<file path="src/sv/bmhq_pkg.sv">
// ----------------------------------------------------------------------------
// bmhq_pkg
// Shared sizes, entry and memory request types, and compare operand codes
// for the binary min-heap priority queue.
// ----------------------------------------------------------------------------
`default_nettype none

package bmhq_pkg;

    localparam int CAPACITY     = 1024;
    localparam int KEY_BITS     = 32;
    localparam int PAYLOAD_BITS = 16;

    // heap positions run 1..CAPACITY, memory addresses 0..CAPACITY-1
    localparam int POS_W   = $clog2(CAPACITY + 1);
    localparam int ADDR_W  = $clog2(CAPACITY);
    localparam int CHILD_W = POS_W + 1;

    localparam int OCC_BITS = 11;

    localparam int S_DATA_W    = ((KEY_BITS + PAYLOAD_BITS + 7) / 8) * 8;
    localparam int M_FIELDS_W  = KEY_BITS + PAYLOAD_BITS + 1 + OCC_BITS + 1;
    localparam int M_DATA_W    = ((M_FIELDS_W + 7) / 8) * 8;
    localparam int M_ERR_BIT   = KEY_BITS + PAYLOAD_BITS;
    localparam int M_OCC_LSB   = M_ERR_BIT + 1;
    localparam int M_EMPTY_BIT = M_OCC_LSB + OCC_BITS;

    localparam logic REQ_PUSH = 1'b0;
    localparam logic REQ_POP  = 1'b1;

    typedef struct packed {
        logic [KEY_BITS-1:0]     key;
        logic [PAYLOAD_BITS-1:0] payload;
    } entry_t;

    typedef struct packed {
        logic              we;
        logic [ADDR_W-1:0] waddr;
        entry_t            wdata;
        logic [ADDR_W-1:0] raddr_a;
        logic [ADDR_W-1:0] raddr_b;
    } mem_req_t;

    typedef enum logic [1:0] {
        CMP_UP,
        CMP_SEL,
        CMP_DOWN
    } cmp_sel_t;

endpackage

`default_nettype wire

</file>
<file path="src/sv/bmhq_cmp.sv">
// ----------------------------------------------------------------------------
// bmhq_cmp
// Shared key comparator with operand select for sift-up, child select and
// sift-down steps.
// ----------------------------------------------------------------------------
`default_nettype none

module bmhq_cmp (
    input  wire bmhq_pkg::cmp_sel_t              sel,
    input  wire logic [bmhq_pkg::KEY_BITS-1:0]   mov_key,
    input  wire logic [bmhq_pkg::KEY_BITS-1:0]   rda_key,
    input  wire logic [bmhq_pkg::KEY_BITS-1:0]   rdb_key,
    input  wire logic [bmhq_pkg::KEY_BITS-1:0]   chld_key,
    output logic                                 less
);
    import bmhq_pkg::*;

    logic [KEY_BITS-1:0] op_a;
    logic [KEY_BITS-1:0] op_b;

    always_comb begin
        unique case (sel)
            CMP_UP: begin
                op_a = mov_key;
                op_b = rda_key;
            end
            CMP_SEL: begin
                op_a = rdb_key;
                op_b = rda_key;
            end
            CMP_DOWN: begin
                op_a = chld_key;
                op_b = mov_key;
            end
            default: begin
                op_a = '0;
                op_b = '0;
            end
        endcase
    end

    assign less = (op_a < op_b);

endmodule

`default_nettype wire
</file>
<file path="config.mk">
export PLATFORM = sky130hd
export DESIGN_NAME = bmhq_cmp
export DESIGN_NICKNAME = d
export VERILOG_FILES = /design/src/sv/bmhq_pkg.sv /design/src/sv/bmhq_cmp.sv
export SDC_FILE = /design/constraint.sdc
export NUM_CORES = 1
export LEC_CHECK = 0
export BUFFER_PORTS_ARGS = -buffer_cell sky130_fd_sc_hd__buf_4
export CAP_MARGIN = 20
export CORE_AREA = 5 5 89 91
export DETAILED_ROUTE_END_ITERATION = 7
export DIE_AREA = 0 0 94 96
export GPL_TIMING_DRIVEN = 1
export PLACE_DENSITY = 0.51
export SETUP_SLACK_MARGIN = 0.2
export SYNTH_ARGS = -nofsm -noshare
export SYNTH_HDL_FRONTEND = slang
export SYNTH_SLANG_ARGS = --single-unit
</file>
<file path="constraint.sdc">
create_clock -name vclk -period 9.7
set_input_delay 1.94 -clock vclk [all_inputs]
set_output_delay 1.94 -clock vclk [all_outputs]
set_load 0.01 [all_outputs]
</file>
After elaboration in Yosys (flattened, before gate mapping)
Cells that the tools add are included.

Bits in registers: 0. Input port bits: 130. Output and inout bits: 1.

$lt $le $gt $ge: 1. Eq/ne operators: 2. Mux-type cells: 2. Reduce and logical (&&, ||, !) cells: 2.

Operators by type and width (count): case mux 32 bit (3 select lines) (1); case mux 32 bit (2 select lines) (1); less-than comparator 32 bit (1); equality test 2 x 1 -> 1 bit, second input constant (1); equality test 2 bit, second input constant (1); zero test 2 bit (1); OR reduction 2 bit (1).

Depth between registers and ports, before layout
Gate-level depths: netlist (run 1).

Depth in word-level cells: 4. Mapped depth: 13.

Worst setup path before layout (run 1)
OpenSTA, ideal clock, no wires.

Path type: input-to-output. Start: input sel[0]. End: output less. Arrival time: 3955 ps. Path slack: 3805 ps. Cell stages on the path: 12. Path through: buf_2 -> buf_2 -> buf_1 -> a21oi_1 -> o21ai_1 -> ha_1 -> a21o_1 -> a21o_1 -> a21oi_1 -> nor2_1 -> a211oi_1 -> o31a_1.

Longest elaborated chain between the ends: 4. Elaborated cells between the ends (all ways): 7. Classes of those cells: order compare (1); eq/ne (2); mux (2); reduce/logical (2).

Ends and longest elaborated chain: start: declaration (line bmhq_cmp.sv:9) `input wire bmhq_pkg::cmp_sel_t sel,`; equality test 2 x 1 -> 1 bit / zero test 2 bit (equally long branches) (line bmhq_cmp.sv:22) `unique case (sel)`; OR reduction 2 bit (no source line); case mux 32 bit (2 select lines) (line bmhq_cmp.sv:22); less-than comparator 32 bit * (line bmhq_cmp.sv:42) `assign less = (op_a < op_b);`; end: declaration (line bmhq_cmp.sv:14) `output logic less`.

Every way passes the cells marked *; elsewhere a longest branch is shown, timed or not.

Worst setup path in the final report (run 1)
Start: input sel[1]. End: output less.

Same word-level chain as after synthesis.

==> key figures, run 1 <==
Outcome
  • Status: complete, no violations

Routing
  • Antenna Nets Post-Route: 0
  • Routed len/inst: 12.65 microns
  • WL final: 5909 microns
  • Pre-antenna DRT Iters: 4
  • DR vias: 2,106
  • Starting DRC count in detailed routing: 21
  • DRC Markers: 0
  • Vias/cell: 4.510

GRT
  • GR Util All Layers: 12.21%
  • Largest net degree at the start of global routing: 65
  • Initial antenna violation count: 0
  • First-pass GRT wire length: 9370 microns
  • Vias in the first global route: 2,165
  • Total grt overflow: 0

Layout
  • Most frequent cells in the layout: buf_4 (131), a21oi_1 (41), nand2_1 (39)
  • Ant. Diodes: 0
  • Final Instance Area: 2729 sq um
  • FFs & Latches: 0
  • Layout Nets: 531
  • Share of cells above drive strength 1: 36.14%
  • Final Util: 38.66%
  • Layout Area Growth over Synthesis: 60.13%
  • Number of clock buffers in the layout: 0
  • Commonest non-fill, non-tap cell in the layout: buf_4
  • Storage element area: 0 sq um

Floorplanning
  • Core Area: 7059 sq um
  • Io pins: 131
  • Die outline width: 94 microns
  • Die footprint: 9024 sq um
  • Initial Util: 24.14%
  • DIE HEIGHT: 96 microns
  • Std-Cell Rows: 31

Timing
  • WHS: 4482 ps
  • Final period utilization: 71.44%
  • Unrepaired setup endpoints after global routing: false
  • Slew margin rel.: 45.86%
  • Worst Max-Slew Pin Slew: 812.2 ps
  • Final setup fails: 0
  • Final Max Slew Viols: 0
  • Hold Fails Final Rpt: 0
  • Fmax: 0.1443 GHz
  • Setup tns final: 0 ps
  • Min Tclk post-route: 6929 ps

Power
  • Leak Pwr: 1.377 nW
  • Sw frac: 43.08%
  • P_sw: 0.00005357 W
  • Clock power share: 0%
  • Power Density: 45.56 nW/um^2
  • Sequential cell fraction of total power: 0%
  • Proportion of power drawn by combinational gates: 100.0%
  • Peak VDD IR: 15.74 uV
  • Pint: 0.00007077 W

Setup path
  • Critical path launch point type: input pin
  • CP endpoint kind: output port
  • CP arrival: 4990 ps
  • Critical path fanouts, max: 64
  • Setup CP Type: in2out
  • CP Data Required Time: 7760 ps

Synthesis
  • Synth top area share: 22.76%
  • Cell taking the most area after synthesis: ha_1
  • Post-Synthesis Cells: 255
  • Avg Cell Area, Syn: 6.683 sq um
  • Post-synthesis sequential area ratio: 0%
  • Yosys warns: 0
  • Largest cells by area after synthesis: ha_1 (23%), mux2i_1 (19%), a21oi_1 (12%)
  • Post-Syn Nets: 416
  • Cell Area, Synth: 1704 sq um
  • Yosys cell types: 26

CTS
  • Post-CTS Resized: 0
  • Hold-fix buffers, CTS: 0
  • Post-CTS Setup Inserts: 0

Placement
  • Input/output buffers: 131
  • Placed inst area: 2729 sq um
  • HPWL Detailed: 4967 microns
  • GP Congestion: 0.6999

Min path
  • Worst min-delay path category: in2out

Job
  • MaxCap Viol Count: 0
-- cell families (layout without fill, tap and decap cells) --
kind of cell    Yosys count  after routing  share of synthesized area [%]
simple gates             85             85                          25.18
buf+inv                  19            132                          5.065
compound gates           88             88                          28.19
mux                      32             32                          18.80
fa+ha+maj                31             31                          22.76
-- worst max-delay path, stage by stage --
cell,delay (ps)
buf_4,620
nor2b_4,740
nand2_1,100
o21ai_1,100
ha_1,190
nand4_1,160
nor4_1,470
nand2_1,100
nand3_1,100
a31oi_1,50
o31a_1,260
buf_4,150
-- layer usage --
layer | track usage [%] | up-vias | wire length [microns]
met5 | 0 | - | 0
met4 | 0 | 0 | 0
met3 | 1.329 | 0 | 332
met2 | 23.06 | 59 | 3013
met1 | 15.83 | 890 | 2563
li1 | - | 1157 | -
-- worst paths after layout --
check,startpoint,to,slack [ps],depth (start not counted)
worst max-delay path,sel[1],less,2770,12
worst min-delay path,chld_key[31],less,4480,7
-- cells in the mapped netlist --
master,n
nand2_1,39
nor2b_4,1
inv_1,1
buf_2,3
a2bb2oi_1,1
a221oi_2,1
mux2i_1,32
buf_1,4
nand3b_1,1
nand3_1,3
buf_4,1
a21o_1,5
buf_6,1
clkbuf_1,9
nor2b_1,31
o31a_1,1
o21ai_1,32
nor2_1,4
ha_1,31
nor4_1,1
nand4_1,5
o21ai_0,2
a21oi_1,41
a211oi_1,2
a31oi_1,2
o21a_1,1
-- layout make-up --
class	count	area [sq um]
Fill cell	794	4330
Multi-Input combinational cell	236	1618
Inverter	1	3.754
Timing Repair Buffer	131	983.4
Tap cell	99	123.9
-- through the flow --
step	cells	setup WS, ps	power [W]
floorplan	255	3805	0.00007181
global placement	467	2725	0.0001253
detailed placement	467	2695	0.0001261
CTS	467	2689	0.0001269
global route	467	2381	0.0001418
finish	467	2771	0.0001243
-- power groups by stage --
stage	sequential, W	clock, W	combinational, W
after floorplan	0	0	0.0000718
after global placement	0	0	0.000125
after detailed placement	0	0	0.000126
after CTS	0	0	0.000127
after global routing	0	0	0.000142
final	0	0	0.000124
Power figures use the tool's default switching activity.
==> run 2: changes to the inputs <==
ABC_AREA = 1   (was default)
CORE_AREA = 5 5 94 96   (was 5 5 89 91)
DIE_AREA = 0 0 99 101   (was 0 0 94 96)
PLACE_DENSITY = 0.49   (was 0.51)
clock period = 7.26 ns   (was 9.7 ns; I/O delays follow)
==> key figures, run 2 <==
Outcome
  • Status: complete, no violations

Routing
  • DR vias: 2,772
  • Starting DRC count in detailed routing: 93
  • Routed len/inst: 12.60 microns
  • Vias/cell: 4.730
  • DRC Markers: 0
  • WL final: 7381 microns
  • Antenna Nets Post-Route: 0
  • Pre-antenna DRT Iters: 4

Layout
  • Most frequent cells in the layout: buf_4 (132), nand3_1 (130), nand2_1 (116)
  • Final Instance Area: 2929 sq um
  • Final Non-Filler Cells: 586
  • Layout Area Growth over Synthesis: 53.61%
  • Commonest non-fill, non-tap cell in the layout: buf_4
  • FFs & Latches: 0
  • Storage element area: 0 sq um
  • Fill count: 926
  • Ant. Diodes: 0
  • Number of clock buffers in the layout: 0
  • Share of cells above drive strength 1: 28.90%
  • Layout Nets: 644

Setup path
  • Slowest cell on the critical path: inv_2
  • CP Data Required Time: 5810 ps
  • CP endpoint kind: output port
  • Critical path fanouts, max: 66
  • Critical path launch point type: input pin
  • Critical Path, Cell by Cell: buf_4, inv_2, nand3_1, nand3_1, ha_1, a21oi_1, nor2_1, a211oi_1, nand2_1, nand2_1, nand2_1, a21oi_1, buf_4
  • CP peak stage delay: 590 ps
  • Setup CP Type: in2out
  • CP arrival: 4090 ps
  • Most common cell type on the critical path: nand2_1

Timing
  • Final setup fails: 0
  • Min Tclk post-route: 5546 ps
  • Final period utilization: 76.39%
  • Worst Max-Slew Pin Slew: 1032 ps
  • Unrepaired setup endpoints after global routing: false
  • Fmax: 0.1803 GHz
  • WHS: 3543 ps
  • Slew margin rel.: 31.20%
  • Setup tns final: 0 ps
  • Worst Setup Slack, final: 1714 ps
  • Hold Fails Final Rpt: 0
  • Final Max Slew Viols: 0

Synthesis
  • Post-Syn Nets: 536
  • Yosys warns: 0
  • Largest cells by area after synthesis: nand3_1 (34%), nand2_1 (23%), ha_1 (20%)
  • Most frequent cells after synthesis: nand3_1 (130), nand2_1 (116), inv_1 (34)
  • Cell taking the most area after synthesis: nand3_1
  • Post-Synthesis Cells: 375
  • Avg Cell Area, Syn: 5.085 sq um
  • Count leader, synth: nand3_1
  • Cell Area, Synth: 1907 sq um
  • Yosys cell types: 21
  • Post-synthesis sequential area ratio: 0%
  • Synth top area share: 34.12%

Floorplanning
  • Core Area: 7969 sq um
  • DIE HEIGHT: 101 microns
  • Die outline width: 99 microns
  • Io pins: 131
  • Die footprint: 9999 sq um
  • Std-Cell Rows: 33
  • Initial Util: 23.93%

GRT
  • Met1 track utilization from global routing: 17.19%
  • Vias in the first global route: 2,790
  • Initial antenna violation count: 0
  • GR Util met3: 2.422%
  • Total grt overflow: 0
  • GR Util All Layers: 13.87%
  • Global-route track usage on met2: 26.19%
  • GRT busiest layer: met2
  • First-pass GRT wire length: 12,170 microns
  • Largest net degree at the start of global routing: 67

Power
  • P_sw: 0.00008758 W
  • Peak VDD IR: 34.83 uV
  • Clock power share: 0%
  • Pint: 0.00009128 W
  • Power Density: 61.07 nW/um^2
  • Sw frac: 48.97%
  • Sequential cell fraction of total power: 0%
  • Proportion of power drawn by combinational gates: 100.0%
  • Leak Pwr: 1.662 nW

Placement
  • GP Congestion: 0.8075
  • HPWL Detailed: 5593 microns
  • Placed inst area: 2929 sq um
  • Input/output buffers: 131
  • Place WS: 1711 ps
  • Inst Count DP: 586

Min path
  • Worst min-delay path category: in2out
  • HP Start: mov_key[31]
  • Hold endpoint: less
  • Cell count of the worst hold path: 8

CTS
  • Hold-fix buffers, CTS: 0
  • Post-CTS Resized: 0
  • Post-CTS Setup Inserts: 0

Job
  • MaxCap Viol Count: 0
-- run 2: cell types whose count changed in the layout (fill, tap and decap cells not counted), moves of 31 or more --
cell / change
nand3_1: +127
nand2_1: +77
inv_1: +33
mux2i_1: -32
nor2b_1: -31
o21ai_1: -31
-- run 2: stage by stage --
step	total power, W	utilization [%]
finish	0.0001789	36.76
global route	0.0002051	36.76
CTS	0.0001816	36.76
detailed placement	0.0001804	36.76
global placement	0.0001814	36.76
floorplan	0.0001002	-
-- run 2: how the worst max path moves through the flow --
stage / end / slack (ps) / start
after floorplan: less / 2650 / sel[0]
after global placement: less / 1740 / sel[1]
after detailed placement: less / 1710 / sel[1]
after CTS: less / 1700 / sel[1]
after global routing: less / 1360 / sel[1]
final: less / 1710 / sel[1]
-- run 2: cell families (layout without fill, tap and decap cells) --
family,Yosys count,after routing,share of synthesized area [%]
AO/OA/AOI/OAI,22,22,6.758
AND/OR/NAND/NOR,257,257,59.71
buffers and inverters,65,171,13.19
adder cells (fa/ha/maj),31,31,20.34
-- run 2: final cells by class --
cell class         instances  area (sq um)  share of cell area (%)
inverters                 39         148.9                   5.083
well taps                105         131.4                   4.485
repair buffers           132         991.0                   33.83
multi-input cells        310          1658                   56.60
-- run 2: worst max-delay path: cells and delay by family --
family,cells,cell delay [ps]
adder cells (fa/ha/maj),1,310
AO/OA/AOI/OAI,3,420
AND/OR/NAND/NOR,6,570
buffers and inverters,3,1270
-- run 2: routing by layer --
metal	routed length, microns	vias up	part of all wire [%]
met1	3426	1212	46
met5	0	-	0
li1	-	1472	-
met2	3458	86	47
met3	488	2	6.6
met4	8	0	0.11
-- run 2: power by group through the flow --
| stage | clock network, W | registers, W | logic (W) |
|---|---|---|---|
| after floorplan | 0 | 0 | 0.000100 |
| after global routing | 0 | 0 | 0.000205 |
| after detailed placement | 0 | 0 | 0.000180 |
| final | 0 | 0 | 0.000179 |
| after CTS | 0 | 0 | 0.000182 |
| after global placement | 0 | 0 | 0.000181 |
